==> config.mk <==
export PLATFORM = sky130hd
export DESIGN_NAME = ffls_front
export DESIGN_NICKNAME = d
export VERILOG_FILES = /design/src/rtl/core/ffls_pkg.sv /design/src/rtl/core/ffls_front.sv
export SDC_FILE = /design/constraint.sdc
export NUM_CORES = 1
export LEC_CHECK = 0
export BUFFER_PORTS_ARGS = -buffer_cell sky130_fd_sc_hd__buf_2
export CORE_AREA = 2 2 185 368
export CTS_CLUSTER_DIAMETER = 30
export DETAILED_ROUTE_END_ITERATION = 7
export DIE_AREA = 0 0 187 370
export PLACE_DENSITY_LB_ADDON = 0.3
export RECOVER_POWER = 100
export SYNTH_ARGS = -nofsm -noshare
export SYNTH_HDL_FRONTEND = slang
export SYNTH_SLANG_ARGS = --single-unit
==> constraint.sdc <==
create_clock -name clock -period 9 [get_ports clock]
set_clock_uncertainty 0.05 [all_clocks]
set_input_delay 1.8 -clock clock [delete_from_list [all_inputs] [get_ports clock]]
set_output_delay 1.8 -clock clock [all_outputs]
set_load 0.005 [all_outputs]
==> src/rtl/core/ffls_pkg.sv <==
`default_nettype none
package ffls_pkg;

   localparam int CORDIC_STEPS_DEF = 16;
   localparam int REQ_DATA_BITS = 248;
   localparam int RSP_DATA_BITS = 64;

   localparam logic [2:0] KIND_VORTEX  = 3'd0;
   localparam logic [2:0] KIND_UNIFORM = 3'd1;
   localparam logic [2:0] KIND_SOURCE  = 3'd2;
   localparam logic [2:0] KIND_SINK    = 3'd3;
   localparam logic [2:0] KIND_SADDLE  = 3'd4;
   localparam logic [2:0] KIND_SPIRAL  = 3'd5;

   localparam logic [16:0] ONE_Q16 = 17'd65536;
   localparam longint DEG_FULL = 64'd360 << 16;
   localparam longint DEG_HALF = 64'd180 << 16;
   localparam longint DEG_QUART = 64'd90 << 16;
   localparam longint KINV = 64'd652032874;

   typedef struct packed {
      logic signed [32:0] dx;
      logic signed [32:0] dy;
      logic [2:0]         kind;
      logic signed [31:0] angle;
      logic [16:0]        blend;
      logic signed [31:0] weight;
      logic [16:0]        decay;
      logic               last;
   } ffls_item_type;

   typedef enum logic [3:0] {
      ST_IDLE, ST_NORM, ST_MOD, ST_FOLD, ST_ITER, ST_ROUND, ST_SPX, ST_SPY,
      ST_WX, ST_WY, ST_ACC, ST_DX, ST_DY, ST_PUSH
   } ffls_state_type;

   function automatic logic signed [31:0] atan_deg(input logic [4:0] i);
      logic signed [31:0] v;
      unique case (i)
         5'd0: v = 32'sd754974720;
         5'd1: v = 32'sd445687602;
         5'd2: v = 32'sd235489088;
         5'd3: v = 32'sd119537938;
         5'd4: v = 32'sd60000934;
         5'd5: v = 32'sd30029717;
         5'd6: v = 32'sd15018523;
         5'd7: v = 32'sd7509720;
         5'd8: v = 32'sd3754917;
         5'd9: v = 32'sd1877466;
         5'd10: v = 32'sd938734;
         5'd11: v = 32'sd469367;
         5'd12: v = 32'sd234684;
         5'd13: v = 32'sd117342;
         5'd14: v = 32'sd58671;
         5'd15: v = 32'sd29335;
         5'd16: v = 32'sd14668;
         5'd17: v = 32'sd7334;
         5'd18: v = 32'sd3667;
         5'd19: v = 32'sd1833;
         5'd20: v = 32'sd917;
         5'd21: v = 32'sd458;
         5'd22: v = 32'sd229;
         5'd23: v = 32'sd115;
         default: v = 32'sd0;
      endcase
      return v;
   endfunction

endpackage
`default_nettype wire

==> src/rtl/core/ffls_front.sv <==
`default_nettype none
module ffls_front import ffls_pkg::*; (
   input  wire logic                     clock,
   input  wire logic                     reset,
   input  wire logic                     req_tvalid,
   output logic                          req_tready,
   input  wire logic [REQ_DATA_BITS-1:0] req_tdata,
   input  wire logic [2:0]               req_tuser,
   input  wire logic                     req_tlast,
   output logic                          q_valid,
   output ffls_item_type                 q_item,
   input  wire logic                     q_pop
);

   ffls_item_type      item_in;
   ffls_item_type      entry_ff [2];
   logic               wr_ptr_ff;
   logic               rd_ptr_ff;
   logic [1:0]         count_ff;
   logic               push;
   logic signed [31:0] pos_x;
   logic signed [31:0] pos_y;
   logic signed [31:0] center_x;
   logic signed [31:0] center_y;
   logic signed [31:0] blend_raw;
   logic [16:0]        decay_raw;

   always_comb begin
      pos_x     = $signed(req_tdata[31:0]);
      pos_y     = $signed(req_tdata[63:32]);
      center_x  = $signed(req_tdata[95:64]);
      center_y  = $signed(req_tdata[127:96]);
      blend_raw = $signed(req_tdata[191:160]);
      decay_raw = req_tdata[240:224];
      item_in.dx     = 33'(pos_x) - 33'(center_x);
      item_in.dy     = 33'(pos_y) - 33'(center_y);
      item_in.kind   = req_tuser;
      item_in.angle  = $signed(req_tdata[159:128]);
      item_in.weight = $signed(req_tdata[223:192]);
      item_in.last   = req_tlast;
      priority if (blend_raw < 0) begin
         item_in.blend = '0;
      end else if (blend_raw > $signed({15'd0, ONE_Q16})) begin
         item_in.blend = ONE_Q16;
      end else begin
         item_in.blend = blend_raw[16:0];
      end
      item_in.decay = (decay_raw > ONE_Q16) ? ONE_Q16 : decay_raw;
   end

   assign req_tready = (count_ff != 2'd2);
   assign push       = req_tvalid && req_tready;
   assign q_valid    = (count_ff != 2'd0);
   assign q_item     = entry_ff[rd_ptr_ff];

   always_ff @(posedge clock) begin
      if (push) begin
         entry_ff[wr_ptr_ff] <= item_in;
      end
   end

   always_ff @(posedge clock) begin
      if (reset) begin
         wr_ptr_ff <= 1'b0;
         rd_ptr_ff <= 1'b0;
         count_ff  <= 2'd0;
      end else begin
         if (push) begin
            wr_ptr_ff <= !wr_ptr_ff;
         end
         if (q_pop) begin
            rd_ptr_ff <= !rd_ptr_ff;
         end
         count_ff <= count_ff + 2'(push) - 2'(q_pop);
      end
   end

endmodule
`default_nettype wire

Word-level counts from Yosys, hierarchy flattened
Memories as Yosys holds them, arrays and structs flattened. A register that Yosys moved wholly into a read port is not among the register bits.
Index checks and enable logic that the tools add are counted.
Widths: inputs -> output; s select.
{"block": "word_totals", "ff_bits": 4, "mem_bits_rw": 336, "in_bits": 256, "out_inout_bits": 170, "wordCells": 23, "n_memories": 1}
{"name": "entry_ff", "depth": 2, "width": 168, "read_ports": 1, "rd_ports_with_merged_regs": 1, "wr": 1, "line_no": "ffls_front.sv:16", "rtl": "ffls_item_type entry_ff [2];"}
{"block": "classes", "addsub": 4, "magnitude_cmp": 3, "n_eq_ne": 1, "n_mux": 7, "n_reduce_logical": 4}
{"op": "$sub 32x32->33", "n": 2}
{"op": "$mux 17", "n": 3}
{"op": "$gt 32x18->1 const B", "n": 1}
{"op": "$lt 32x1->1 const B", "n": 1}
{"op": "$gt 17x17->1 const B", "n": 1}
{"op": "$mux 1", "n": 4}
{"op": "$add 2x1->2", "n": 1}
{"op": "$logic_not 1->1", "n": 2}
{"op": "$ne 2x2->1 const B", "n": 1}
{"op": "$reduce_bool 2->1", "n": 1}
{"op": "$sub 2x1->2", "n": 1}
{"op": "$logic_and 1x1->1", "n": 1}

Longest topological paths before layout
Gate-level depths: netlist of run 1.
{"block": "logic_depth", "word_depth": 4, "mapped_depth": 11, "depth_no_buf": 11}

Worst setup path before layout of run 1
Ideal clock, no wire load.
{"block": "synth_path", "path_type": "input to register", "start": "input req_tvalid", "end": "memory entry_ff[0][0] (netlist name), enable pin", "setup_ns": 0.698, "arrival_time_ns": 8.862, "required_ns": 8.252, "path_slack_ns": -0.610, "path_stages": 2, "path_buffers": 0, "path_cell_list": "nand2_1 nor2_1"}
{"block": "synth_between", "elab_chain_cells": 3}
{"element": "start, declared", "line_no": "ffls_front.sv:5", "rtl": "input wire logic req_tvalid,"}
{"element": "$logic_and 1x1->1", "line_no": "ffls_front.sv:52", "rtl": "assign push = req_tvalid && req_tready;"}
{"element": "$mux 1", "line_no": "ffls_front.sv:57", "rtl": "if (push) begin"}
{"element": "$mux 1 (implied by the code)", "line_no": "ffls_front.sv:58", "rtl": "entry_ff[wr_ptr_ff] <= item_in;"}
{"element": "end, declared", "line_no": "ffls_front.sv:16"}
Every way passes these cells.

==> results of run 1 <==
## cell usage after synthesis, drive strengths merged (3+ instances only)
cell type	n	area, sq um
o21ai	36	180.2
a21boi	5	37.53
or3	6	37.54
xor2	16	140.1
nor2	56	212.7
xnor2	38	332.8
a21oi	58	294.0
nand2	44	165.2
nand3	19	95.09
a311oi	4	41.29
edfxtp	336	10090
inv	88	330.3
o31ai	3	22.52
dfxtp	5	100.1
clkbuf	34	127.6
nor3	12	60.06
o211ai	4	30.03
and3	10	62.56
a31oi	10	62.56
o22ai	3	18.77
and2	20	125.1
o21bai	5	37.54
nor2b	25	156.4
ha	66	825.8
o21a	6	45.04
nand2b	12	75.07
a21o	23	172.7
buf	4	23.77
nor4	13	81.33
and4	4	35.03
or2	5	31.28
a211oi	8	60.06
nand4	10	62.56
mux2	168	1892
a41oi	4	35.03
## worst register-to-register path: cells and delay by family, from the launching register on
| family | cells | cell delay, ns |
|---|---|---|
| buf+inv | 2 | 3.65 |
| simple gates | 3 | 0.72 |
| flops | 1 | 0.34 |
## cell families (layout without fill, tap and decap cells)
logic type	after synthesis	after routing	synth area share (%)
DFF	341	341	62.01
and+or+nand+nor	244	244	7.729
AOI/OAI and AO/OA	189	189	7.546
muxes	170	170	11.63
buffers and inverters	126	614	2.931
adders and majority gates	68	68	5.269
xor gates and xnor gates	54	54	2.878
other	0	2	0
## state kept, by name, summed over array words and instances (netlist names), named ones only
signal / count
entry_ff: 336
count_ff: 2
rd_ptr_ff: 1
wr_ptr_ff: 1
## power by group
part | leakage, nW | switching (W) | internal (W) | total [W]
combinational | 4.01 | 0.000583 | 0.000384 | 0.000967
sequential | 3.18 | 0.0000619 | 0.00211 | 0.00217
clock | 0.935 | 0.000789 | 0.00140 | 0.00218
## final cells by class
cell class / count / share of cell area (%)
Tap cell: 884 / 5.198
Sequential cell: 341 / 47.89
Clock inverter: 44 / 2.623
Clock buffer: 58 / 6.522
Antenna cell: 2 / 0.02352
Multi-Input combinational cell: 725 / 27.03
Inverter: 88 / 1.552
Timing Repair Buffer: 424 / 9.162
## metrics by stage
stage	power (W)	worst slack (ns)
floorplan	0.002777	2.231
finish	0.005322	2.894
global route	0.005581	2.346
global placement	0.003203	4.227
detailed placement	0.003225	4.202
CTS	0.005449	4.175
## per-layer routing
layer	vias up	wire, um	share of wire, %	track usage, %
li1	5388	-	-	-
met1	5410	16220	37	12.88
met2	441	23120	52	23.09
met4	8	1970	4.4	6.166
met3	96	2964	6.7	3.344
met5	-	53	0.12	0
## final timing paths
path         depth (start not counted)                         to              startpoint
max reg2reg                          5  entry_ff[0][49]$_DFFE_PP_  count_ff[0]$_SDFF_PP0_
max                                  3                q_item[107]                register
min                                  2     rd_ptr_ff$_SDFFE_PP0P_  rd_ptr_ff$_SDFFE_PP0P_
min reg2reg                          2     rd_ptr_ff$_SDFFE_PP0P_  rd_ptr_ff$_SDFFE_PP0P_
==> impl_metrics.prom, run 1 <==
# TYPE chip_impl_metric gauge
chip_impl_metric{name="p_leak",unit="nW"} 8.125
chip_impl_metric{name="final_nets",unit=""} 1959
chip_impl_info{name="rsz0062_at_grt",value="no"} 1
chip_impl_metric{name="seqCellArea",unit="sq mm"} 0.01019
chip_impl_metric{name="grt_antenna_before_repair",unit=""} 8
chip_impl_metric{name="post_synthesis_to_final_layout_area_growth",unit="%"} 29.48
chip_impl_metric{name="fin_hold_ws",unit="ns"} 0.4646
chip_impl_metric{name="die_span_in_y",unit="um"} 370
chip_impl_metric{name="routed_via_density",unit=""} 4.420
chip_impl_info{name="cp-start-kind",value="register"} 1
chip_impl_metric{name="finalInstanceArea",unit="sq mm"} 0.02128
chip_impl_metric{name="period_needed",unit="ns"} 6.106
chip_impl_info{name="cts_root_cell",value="clkbuf_16"} 1
chip_impl_info{name="worstPathCellList",value="buf_12, mux2_1, buf_2"} 1
chip_impl_info{name="status",value="finished, violations left"} 1
chip_impl_metric{name="floorplan.die.width",unit="um"} 187
chip_impl_metric{name="ys.warnings.count",unit=""} 0
chip_impl_metric{name="cts-htree-levels",unit=""} 2
chip_impl_metric{name="initialDrtViolationCount",unit=""} 503
chip_impl_info{name="synth_flop_cell",value="edfxtp_1"} 1
chip_impl_metric{name="max-vdd-ir-drop",unit="mV"} 0.1437
chip_impl_metric{name="mappedNetlistNets",unit=""} 1516
chip_impl_info{name="cp-end-kind",value="primary output"} 1
chip_impl_metric{name="grt_pass1_wl",unit="um"} 66660
chip_impl_metric{name="wl_per_cell",unit="um"} 17.28
chip_impl_metric{name="cts_made_buffers",unit=""} 55
chip_impl_metric{name="clock_slew_at_the_register_clock_pins_of_the_worst_setup_and_hold_paths",unit="ns"} 0.06
chip_impl_metric{name="start_util",unit="%"} 24.69
chip_impl_info{name="layout.cells.most_common_list",value="336 x edfxtp_1, 266 x buf_2, 156 x clkbuf_1, 139 x mux2_2, 87 x inv_1"} 1
chip_impl_metric{name="synth_sequential_area_ratio",unit="%"} 62.01
chip_impl_metric{name="detailroute.via_count",unit=""} 11340
chip_impl_metric{name="post-dp-hpwl",unit="um"} 32440
chip_impl_metric{name="drive_above_1_share",unit="%"} 30.30
chip_impl_info{name="min_path_type",value="register to register"} 1
chip_impl_metric{name="critPathMaxFanout",unit=""} 110
chip_impl_metric{name="worst_path_largest_cell_delay",unit="ns"} 2.41
chip_impl_metric{name="powerDensity",unit="mW/mm^2"} 250.1
chip_impl_metric{name="drcViolationCount",unit=""} 0
chip_impl_info{name="slowest_stage",value="dfxtp_1"} 1
chip_impl_metric{name="critPathArrivalTime",unit="ns"} 4.26
chip_impl_metric{name="slew-limit-headroom",unit="%"} -148.6
chip_impl_metric{name="synth-edff-count",unit=""} 336
chip_impl_metric{name="place.detailed.instances",unit=""} 2462
chip_impl_metric{name="synth-async-reset-ratio",unit="%"} 0
chip_impl_metric{name="post_cts_resized",unit=""} 0
chip_impl_metric{name="fillCellCount",unit=""} 6851
chip_impl_metric{name="fin_crit_sh",unit="%"} 67.85
chip_impl_metric{name="area_of_the_die",unit="sq mm"} 0.06919
chip_impl_info{name="violations",value="max-capacitance violations, max-slew violations"} 1
chip_impl_metric{name="grt_start_max_net_pins",unit=""} 111
chip_impl_metric{name="insertion_delay",unit="ns"} 0.61
chip_impl_metric{name="syn-mean-instance-area",unit="sq um"} 13.79
chip_impl_metric{name="timing_max_transition_violations_final",unit=""} 278
chip_impl_metric{name="hold_violations",unit=""} 0
chip_impl_metric{name="cell_area_after_placement",unit="sq mm"} 0.01955
chip_impl_metric{name="layout.core_utilization",unit="%"} 31.97
chip_impl_metric{name="first_global_vias",unit=""} 11870
chip_impl_metric{name="final.setup.tns",unit="ns"} 0
chip_impl_metric{name="worstPathBufferInverterCount",unit=""} 2
chip_impl_metric{name="max_freq",unit="MHz"} 163.8
chip_impl_metric{name="clockBufferDepth",unit=""} 3
chip_impl_metric{name="postRouteWirelength",unit="um"} 44340
chip_impl_metric{name="numClockSinks",unit=""} 341
chip_impl_metric{name="aggregate_global_route_resource_usage",unit="%"} 12.47
chip_impl_metric{name="globalplace.congestion",unit=""} 0.8660
chip_impl_info{name="most_common_library_cell_in_the_layout_ignoring_fill_and_taps",value="edfxtp_1"} 1
chip_impl_metric{name="fin_cells",unit=""} 2566
chip_impl_metric{name="drtPass1Iterations",unit=""} 5
chip_impl_metric{name="worstPathRequired",unit="ns"} 7.15
chip_impl_metric{name="drtAntennaViolNets",unit=""} 0
chip_impl_metric{name="setup.reg_to_reg.worst_slack",unit="ns"} 3.75
chip_impl_metric{name="cts_setup_buffers",unit=""} 0
chip_impl_metric{name="synth_cells",unit=""} 1192
chip_impl_metric{name="multi_input_gate_area",unit="sq mm"} 0.005751
chip_impl_metric{name="worst-slew-pin-transition",unit="ns"} 3.729
chip_impl_info{name="clock_tree_from_tritoncts",value="done"} 1
chip_impl_metric{name="final_report_setup_violation_count",unit=""} 0
chip_impl_metric{name="floorplan.core_area",unit="sq mm"} 0.06656
chip_impl_metric{name="synth.distinct_cells",unit=""} 64
chip_impl_info{name="cell_family_with_most_cp_delay",value="flip-flops"} 1
chip_impl_metric{name="i_o_buffers",unit=""} 418
chip_impl_info{name="critical_setup_path_class",value="register to primary output"} 1
chip_impl_metric{name="core.rowCount",unit=""} 134
chip_impl_metric{name="gr-total-overflow",unit=""} 0
chip_impl_metric{name="synthesis.area",unit="sq mm"} 0.01643
chip_impl_metric{name="cap_viol_max_count",unit=""} 5
chip_impl_metric{name="cts-hold-fix-buffers",unit=""} 0
chip_impl_metric{name="synth_seq_cells",unit=""} 341
chip_impl_metric{name="io_pins",unit=""} 426
Power figures use the tool's default switching activity.
==> inputs of run 2 (changes only) <==
--- a/config.mk
+++ b/config.mk
@@ -5,11 +5,12 @@
 export SDC_FILE = /design/constraint.sdc
 export NUM_CORES = 1
 export LEC_CHECK = 0
+export ABC_AREA = 1
 export BUFFER_PORTS_ARGS = -buffer_cell sky130_fd_sc_hd__buf_2
-export CORE_AREA = 2 2 185 368
+export CORE_AREA = 2 2 193 384
 export CTS_CLUSTER_DIAMETER = 30
 export DETAILED_ROUTE_END_ITERATION = 7
-export DIE_AREA = 0 0 187 370
+export DIE_AREA = 0 0 195 386
 export PLACE_DENSITY_LB_ADDON = 0.3
 export RECOVER_POWER = 100
 export SYNTH_ARGS = -nofsm -noshare
==> constraint.sdc (replaced) <==
create_clock -name clock -period 5.23 [get_ports clock]
set_clock_uncertainty 0.05 [all_clocks]
set_input_delay 1.046 -clock clock [delete_from_list [all_inputs] [get_ports clock]]
set_output_delay 1.046 -clock clock [all_outputs]
set_load 0.005 [all_outputs]
==> run 2 against run 1 <==
Effect of this change: the flow still finishes with violations (max-capacitance violations, max-slew violations); first-iteration DRC count is 21% lower; combinational power is 52% higher; core utilization is 0.45 points lower; register-to-register slack worse by 2.3 ns; die area is 8.8% higher; wire length is 15% higher; critical path depth stayed put; via count is 18% higher; sequential cell count stayed put; sequential share of layout area is 3.3 points lower; worst hold slack worse by 0.0021 ns; critical endpoint is now q_item[12]; largest cell class unchanged; highest routed layer unchanged.
==> impl_metrics.prom, run 2 <==
# TYPE chip_impl_metric gauge
chip_impl_info{name="min_path_type",value="register to register"} 1
chip_impl_metric{name="floorplan.core_area",unit="sq mm"} 0.07252
chip_impl_info{name="worstPathCellList",value="clkbuf_1, mux2_2, clkbuf_1"} 1
chip_impl_info{name="cell_family_with_most_cp_delay",value="flip-flops"} 1
chip_impl_metric{name="drtAntennaViolNets",unit=""} 0
chip_impl_metric{name="synth-edff-count",unit=""} 336
chip_impl_metric{name="worstPathBufferInverterCount",unit=""} 2
chip_impl_metric{name="synth_sequential_area_ratio",unit="%"} 56.89
chip_impl_metric{name="worstPathRequired",unit="ns"} 4.13
chip_impl_metric{name="grt_antenna_before_repair",unit=""} 4
chip_impl_metric{name="insertedDiodeCount",unit=""} 0
chip_impl_metric{name="power.clock.fraction",unit="%"} 44.2
chip_impl_metric{name="max_freq",unit="MHz"} 234.9
chip_impl_metric{name="start_util",unit="%"} 24.70
chip_impl_metric{name="cts_made_buffers",unit=""} 57
chip_impl_metric{name="synth-async-reset-ratio",unit="%"} 0
chip_impl_metric{name="floorplan.die.width",unit="um"} 195
chip_impl_metric{name="syn-mean-instance-area",unit="sq um"} 10.17
chip_impl_info{name="critical_setup_path_class",value="register to primary output"} 1
chip_impl_metric{name="post_cts_resized",unit=""} 0
chip_impl_metric{name="postRouteWirelength",unit="um"} 51100
chip_impl_metric{name="clock_slew_at_the_register_clock_pins_of_the_worst_setup_and_hold_paths",unit="ns"} 0.05
chip_impl_metric{name="ys.warnings.count",unit=""} 0
chip_impl_metric{name="final_report_setup_violation_count",unit=""} 0
chip_impl_metric{name="first_global_vias",unit=""} 14410
chip_impl_metric{name="detailroute.via_count",unit=""} 13370
chip_impl_metric{name="drcViolationCount",unit=""} 0
chip_impl_metric{name="drive_above_1_share",unit="%"} 22.57
chip_impl_metric{name="post-dp-hpwl",unit="um"} 39260
chip_impl_metric{name="cts-hold-fix-buffers",unit=""} 0
chip_impl_metric{name="p_leak",unit="nW"} 10.37
chip_impl_metric{name="largest_register_ffs",unit=""} 336
chip_impl_metric{name="synthesis.area",unit="sq mm"} 0.01791
chip_impl_metric{name="grtUsageMet3",unit="%"} 3.273
chip_impl_metric{name="critPathArrivalTime",unit="ns"} 3.16
chip_impl_metric{name="die_span_in_y",unit="um"} 386
chip_impl_metric{name="critPathMaxFanout",unit=""} 68
chip_impl_metric{name="worst-slew-pin-transition",unit="ns"} 3.473
chip_impl_metric{name="drtPass1Iterations",unit=""} 5
chip_impl_info{name="synth_top_cells_by_count",value="500 x nand2_1, 354 x inv_1, 336 x edfxtp_1"} 1
chip_impl_metric{name="mappedNetlistNets",unit=""} 2085
chip_impl_info{name="most_common_library_cell_in_the_layout_ignoring_fill_and_taps",value="nand2_1"} 1
chip_impl_info{name="largest_registers",value="entry_ff (336), count_ff (2)"} 1
chip_impl_metric{name="routed_via_density",unit=""} 4.188
chip_impl_info{name="yosys.cell_count.top_type",value="nand2_1"} 1
chip_impl_metric{name="wl_per_cell",unit="um"} 16.01
chip_impl_metric{name="i_o_buffers",unit=""} 418
chip_impl_info{name="cp-start-kind",value="register"} 1
chip_impl_info{name="layout.cells.most_common_list",value="513 x nand2_1, 354 x inv_1, 336 x edfxtp_1, 247 x buf_2, 178 x clkbuf_1"} 1
chip_impl_metric{name="core.rowCount",unit=""} 140
chip_impl_info{name="slowest_stage",value="dfxtp_4"} 1
chip_impl_metric{name="area_of_the_die",unit="sq mm"} 0.07527
chip_impl_metric{name="final_nets",unit=""} 2546
chip_impl_metric{name="synth_seq_cells",unit=""} 341
chip_impl_metric{name="worst_path_largest_cell_delay",unit="ns"} 1.04
chip_impl_metric{name="hold_violations",unit=""} 0
chip_impl_metric{name="aggregate_global_route_resource_usage",unit="%"} 13.42
chip_impl_metric{name="powerDensity",unit="mW/mm^2"} 389.3
chip_impl_metric{name="grt_pass1_wl",unit="um"} 77700
chip_impl_info{name="grt-busiest-layer",value="met2"} 1
chip_impl_info{name="top_register",value="entry_ff"} 1
chip_impl_info{name="clock_tree_from_tritoncts",value="done"} 1
chip_impl_metric{name="cts-htree-levels",unit=""} 2
chip_impl_metric{name="share_comb_of_total_power",unit="%"} 16.5
chip_impl_metric{name="fin_cells",unit=""} 3192
chip_impl_metric{name="insertion_delay",unit="ns"} 0.60
chip_impl_info{name="rsz0062_at_grt",value="no"} 1
chip_impl_metric{name="groute.layer.met2.usage",unit="%"} 25.87
chip_impl_metric{name="clockBufferDepth",unit=""} 3
chip_impl_metric{name="period_needed",unit="ns"} 4.258
chip_impl_metric{name="switching_share",unit="%"} 27.15
chip_impl_info{name="cp-end-kind",value="primary output"} 1
chip_impl_metric{name="timing_max_transition_violations_final",unit=""} 171
chip_impl_metric{name="place.detailed.instances",unit=""} 3086
chip_impl_info{name="status",value="finished, violations left"} 1
chip_impl_info{name="synth_flop_cell",value="edfxtp_1"} 1
chip_impl_metric{name="post_synthesis_to_final_layout_area_growth",unit="%"} 27.60
chip_impl_metric{name="io_pins",unit=""} 426
chip_impl_metric{name="synth.distinct_cells",unit=""} 33
chip_impl_metric{name="globalplace.congestion",unit=""} 0.9572
chip_impl_metric{name="grt_start_max_net_pins",unit=""} 124
chip_impl_metric{name="power_frac_seq",unit="%"} 39.2
chip_impl_metric{name="yosysTopAreaCellShare",unit="%"} 56.33
chip_impl_info{name="crit_top_cell",value="clkbuf_1"} 1
chip_impl_metric{name="p_sw",unit="W"} 0.002416
chip_impl_metric{name="global_route_met1_utilization",unit="%"} 13.32
chip_impl_info{name="ys_top_cells_by_area",value="edfxtp_1 56%, mux2_2 11%, nand2_1 10%"} 1
chip_impl_metric{name="cell_internal_pwr",unit="W"} 0.006482
chip_impl_metric{name="fin_crit_sh",unit="%"} 81.41
chip_impl_metric{name="cts_setup_buffers",unit=""} 0
chip_impl_metric{name="numClockSinks",unit=""} 341
chip_impl_metric{name="synth_cells",unit=""} 1761
chip_impl_metric{name="max-vdd-ir-drop",unit="mV"} 0.2816
chip_impl_metric{name="slew-limit-headroom",unit="%"} -131.5
chip_impl_metric{name="gr-total-overflow",unit=""} 0
chip_impl_info{name="violations",value="max-capacitance violations, max-slew violations"} 1
chip_impl_metric{name="final.setup.tns",unit="ns"} 0
chip_impl_info{name="synth_top_area_cell",value="edfxtp_1"} 1
chip_impl_metric{name="power.total",unit="W"} 0.008898
chip_impl_metric{name="cap_viol_max_count",unit=""} 3
chip_impl_info{name="cts_root_cell",value="clkbuf_16"} 1
chip_impl_metric{name="initialDrtViolationCount",unit=""} 397
run 2: cell count changes after synthesis, moves of 16 or more:
cell and delta:
and2_1 -16, nor2b_1 -25, inv_1 +267, o21ai_0 -28, nor2_1 +75, nand2_1 +456, clkbuf_1 -33, a21o_1 -21
nand3_1 +26, xnor2_1 -32
run 2: kinds of logic after synthesis:
group | after synthesis | synth area share, %
mux | 168 | 10.56
xor+xnor | 32 | 1.565
compound gates | 48 | 1.460
flops | 341 | 56.89
buf+inv | 378 | 8.368
simple gates | 726 | 16.32
fa+ha+maj | 68 | 4.834
run 2: final timing paths:
kind / startpoint / endpoint / slack, ns / depth (start not counted)
worst max-delay path: register / q_item[12] / 0.97 / 3
worst min-delay path: rd_ptr_ff$_SDFFE_PP0P_ / register / 0.46 / 2
worst max register to register: count_ff[0]$_SDFF_PP0_ / entry_ff[1][126]$_DFFE_PP_ / 1.41 / 5
worst min register to register: rd_ptr_ff$_SDFFE_PP0P_ / register / 0.46 / 2
run 2: power groups by stage:
stage               combinational [W]  clock [W]  sequential, W
finish                        0.00147    0.00394        0.00349
detailed placement            0.00156          0        0.00354
floorplan                    0.000900          0        0.00353
global route                  0.00165    0.00416        0.00352
global placement              0.00155          0        0.00352
CTS                           0.00157    0.00405        0.00348
run 2: layout make-up:
| type | count | area (sq um) |
|---|---|---|
| clock buffers | 63 | 1470 |
| clock inverters | 43 | 583.1 |
| fillers | 7691 | 49660 |
| inverters | 354 | 1329 |
| multi-input cells | 1042 | 6166 |
| flip-flops and latches | 341 | 10190 |
| well taps | 923 | 1155 |
| repair buffers | 426 | 1959 |
run 2: per-stage QoR:
| step | hold WS, ns | setup WS [ns] | instance area (sq um) | util (%) |
|---|---|---|---|---|
| CTS | 0.4651 | 1.346 | 23170 | 31.95 |
| finish | 0.4626 | 0.9724 | 22860 | 31.52 |
| detailed placement | 0.4494 | 2.012 | 21120 | 29.12 |
| global placement | 0.4414 | 2.034 | 21120 | 29.12 |
| global route | 0.4994 | 0.7449 | 22860 | 31.52 |
| floorplan | 0.4299 | -0.8095 | 17920 | - |
run 2: worst min-delay path, delay by kind of cell, from the launching register on:
family | cells | cell delay (ns)
XOR/XNOR | 1 | 0.08
flip-flops | 1 | 0.32
AND/OR/NAND/NOR | 1 | 0.08
run 2: routing by layer:
metal / vias to the layer above / routed length, um
met1: 6189 / 18400
met2: 427 / 27160
met5: - / 28
li1: 6635 / -
met4: 4 / 2145
met3: 114 / 3368
==> inputs of run 3 (changes only) <==
==> constraint.sdc (replaced) <==
create_clock -name clock -period 3.9 [get_ports clock]
set_clock_uncertainty 0.05 [all_clocks]
set_input_delay 0.78 -clock clock [delete_from_list [all_inputs] [get_ports clock]]
set_output_delay 0.78 -clock clock [all_outputs]
set_load 0.005 [all_outputs]
==> run 3 against run 2 <==
Effect of this change: the run still ends with max-capacitance violations, max-slew violations left; sequential cell count unchanged; combinational power increased by 36%; power increased by 32%; sequential share of layout area increased by 0.058 points; register-to-register slack got worse by 0.63 ns; die area unchanged; first-iteration DRC count increased by 11%; non-clock buffer count increased by 4; worst setup slack got worse by 0.34 ns; core utilization about the same; worst hold slack got worse by 0.16 ns; final area decreased by 0.15%; critical path type unchanged; largest power group unchanged.
==> impl_metrics.prom, run 3 (synthesis results as in run 2) <==
# TYPE chip_impl_metric gauge
chip_impl_info{name="status",value="finished, violations left"} 1
chip_impl_info{name="violations",value="max-capacitance violations, max-slew violations"} 1
chip_impl_metric{name="period_needed",unit="ns"} 3.268
chip_impl_metric{name="grt_pass1_wl",unit="um"} 76110
chip_impl_metric{name="cell_area_after_placement",unit="sq mm"} 0.02121
chip_impl_metric{name="drcViolationCount",unit=""} 0
chip_impl_metric{name="clock_slew_at_the_register_clock_pins_of_the_worst_setup_and_hold_paths",unit="ns"} 0.05
chip_impl_metric{name="initialDrtViolationCount",unit=""} 441
chip_impl_metric{name="aggregate_global_route_resource_usage",unit="%"} 13.18
chip_impl_metric{name="io_pins",unit=""} 426
chip_impl_metric{name="slew-limit-headroom",unit="%"} -70.42
chip_impl_metric{name="grt_antenna_before_repair",unit=""} 6
chip_impl_metric{name="final_report_setup_violation_count",unit=""} 0
chip_impl_metric{name="cts-htree-levels",unit=""} 2
chip_impl_metric{name="fin_crit_sh",unit="%"} 83.80
chip_impl_metric{name="i_o_buffers",unit=""} 418
chip_impl_metric{name="powerDensity",unit="mW/mm^2"} 514.7
chip_impl_metric{name="fin_hold_ws",unit="ns"} 0.3041
chip_impl_metric{name="setup.reg_to_reg.worst_slack",unit="ns"} 0.78
chip_impl_info{name="critical_path.endpoint",value="q_item[98]"} 1
chip_impl_metric{name="max_freq",unit="MHz"} 306.0
chip_impl_metric{name="gr-total-overflow",unit=""} 0
chip_impl_metric{name="max-vdd-ir-drop",unit="mV"} 0.3654
chip_impl_metric{name="cap_viol_max_count",unit=""} 5
chip_impl_info{name="hp-start",value="req_tdata[135]"} 1
chip_impl_info{name="layout.cells.most_common_list",value="513 x nand2_1, 354 x inv_1, 336 x edfxtp_1, 252 x buf_2, 173 x clkbuf_1"} 1
chip_impl_metric{name="post-dp-hpwl",unit="um"} 39890
chip_impl_metric{name="globalplace.congestion",unit=""} 0.9506
chip_impl_metric{name="numClockSinks",unit=""} 341
chip_impl_metric{name="final_nets",unit=""} 2547
chip_impl_metric{name="grt_start_max_net_pins",unit=""} 76
chip_impl_metric{name="clockBufferDepth",unit=""} 3
chip_impl_metric{name="largest_register_ffs",unit=""} 336
chip_impl_metric{name="first_global_vias",unit=""} 14160
chip_impl_info{name="rr_startpoint",value="count_ff[0]$_SDFF_PP0_"} 1
chip_impl_info{name="critical_setup_path_class",value="register to primary output"} 1
chip_impl_metric{name="critPathArrivalTime",unit="ns"} 2.44
chip_impl_metric{name="floorplan.core_area",unit="sq mm"} 0.07252
chip_impl_metric{name="drtAntennaViolNets",unit=""} 0
chip_impl_info{name="largest_registers",value="entry_ff (336), count_ff (2)"} 1
chip_impl_metric{name="cts_setup_buffers",unit=""} 0
chip_impl_metric{name="insertion_delay",unit="ns"} 0.61
chip_impl_info{name="worstReg2RegEnd",value="entry_ff[1][138]$_DFFE_PP_"} 1
chip_impl_metric{name="routed_via_density",unit=""} 4.197
chip_impl_info{name="rsz0062_at_grt",value="no"} 1
chip_impl_metric{name="r2r_cells",unit=""} 5
chip_impl_metric{name="post_cts_resized",unit=""} 0
chip_impl_metric{name="worstPathRequired",unit="ns"} 3.07
chip_impl_metric{name="drtPass1Iterations",unit=""} 4
chip_impl_metric{name="detailroute.via_count",unit=""} 13400
chip_impl_metric{name="start_util",unit="%"} 24.70
chip_impl_metric{name="die_span_in_y",unit="um"} 386
chip_impl_metric{name="post_synthesis_to_final_layout_area_growth",unit="%"} 27.40
chip_impl_metric{name="floorplan.die.width",unit="um"} 195
chip_impl_info{name="cts_root_cell",value="clkbuf_16"} 1
chip_impl_metric{name="postRouteWirelength",unit="um"} 50820
chip_impl_metric{name="cts_made_buffers",unit=""} 54
chip_impl_metric{name="multi_input_gate_area",unit="sq mm"} 0.006172
chip_impl_metric{name="drive_above_1_share",unit="%"} 22.57
chip_impl_info{name="cp-start-kind",value="register"} 1
chip_impl_metric{name="cts-hold-fix-buffers",unit=""} 0
chip_impl_metric{name="core.rowCount",unit=""} 140
chip_impl_metric{name="p_leak",unit="nW"} 10.36
chip_impl_metric{name="fillCellCount",unit=""} 7615
chip_impl_metric{name="timing_max_transition_violations_final",unit=""} 241
chip_impl_info{name="most_common_library_cell_in_the_layout_ignoring_fill_and_taps",value="nand2_1"} 1
chip_impl_metric{name="hold_violations",unit=""} 0
chip_impl_metric{name="wl_per_cell",unit="um"} 15.92
chip_impl_info{name="cp-end-kind",value="primary output"} 1
chip_impl_info{name="min_path_type",value="input port to register"} 1
chip_impl_metric{name="critPathMaxFanout",unit=""} 26
chip_impl_metric{name="area_of_the_die",unit="sq mm"} 0.07527
chip_impl_info{name="clock_tree_from_tritoncts",value="done"} 1
chip_impl_metric{name="worst-slew-pin-transition",unit="ns"} 2.556
chip_impl_metric{name="finalInstanceArea",unit="sq mm"} 0.02282
chip_impl_info{name="top_register",value="entry_ff"} 1
chip_impl_metric{name="seqCellArea",unit="sq mm"} 0.01019
-- run 3: cell count changes in the layout (fill, tap and decap cells not counted), moves of 2 or more --
cell	previous run	this run
clkbuf_2	2	5
clkinv_2	5	3
buf_4	0	2
clkbuf_1	178	173
buf_2	247	252
mux2_1	10	12
clkinv_1	4	8
mux2_2	158	156
clkbuf_16	58	54
inv_8	7	4
-- run 3: critical path: stages (launching register included) --
cell and delay (ns):
dfxtp_2 0.86, buf_4 0.44, mux2_2 0.38, clkbuf_1 0.13
-- run 3: final cells by class --
cell class | count | share of cell area (%)
repair buffers | 430 | 8.729
multi-input cells | 1042 | 27.05
clock inverters | 42 | 2.654
clock buffers | 60 | 6.020
well taps | 923 | 5.061
flip-flops and latches | 341 | 44.66
inverters | 354 | 5.823
diodes | 1 | 0.01097
-- run 3: metal layers --
layer | GRT usage (%) | up-vias | wire length (um)
met3 | 3.212 | 129 | 3294
met5 | 0 | - | 26
met4 | 7.153 | 4 | 2682
met2 | 25.41 | 453 | 26640
li1 | - | 6634 | -
met1 | 12.76 | 6181 | 18180
-- run 3: report_power, final --
part / switching [W] / internal [W] / total, W
clock: 0.00183 / 0.00326 / 0.00509
sequential: 0.0000888 / 0.00457 / 0.00466
combinational: 0.00125 / 0.000749 / 0.00200
total: 0.00316 / 0.00858 / 0.0117
-- run 3: through the flow --
step / power [W] / cells / setup slack, ns / util (%) / TNS (ns)
after CTS: 0.01205 / 3192 / 0.7662 / 31.98 / 0
after floorplan: 0.005938 / 1761 / -1.874 / - / -627.97
after global routing: 0.01233 / 3193 / 0.4177 / 31.47 / 0
final: 0.01175 / 3193 / 0.6318 / 31.47 / 0
after detailed placement: 0.006860 / 3090 / 1.014 / 29.25 / 0
after global placement: 0.006822 / 3090 / 1.035 / 29.25 / 0
-- run 3: worst min-delay path by stage --
stage | endpoint | depth (start not counted)
6_report | entry_ff[0][74]$_DFFE_PP_ | 1
5_1_grt | entry_ff[0][20]$_DFFE_PP_ | 1
4_1_cts | entry_ff[0][21]$_DFFE_PP_ | 1
3_5_place_dp | rd_ptr_ff$_SDFFE_PP0P_ | 2
3_3_place_gp | register | 2
2_1_floorplan | register | 2
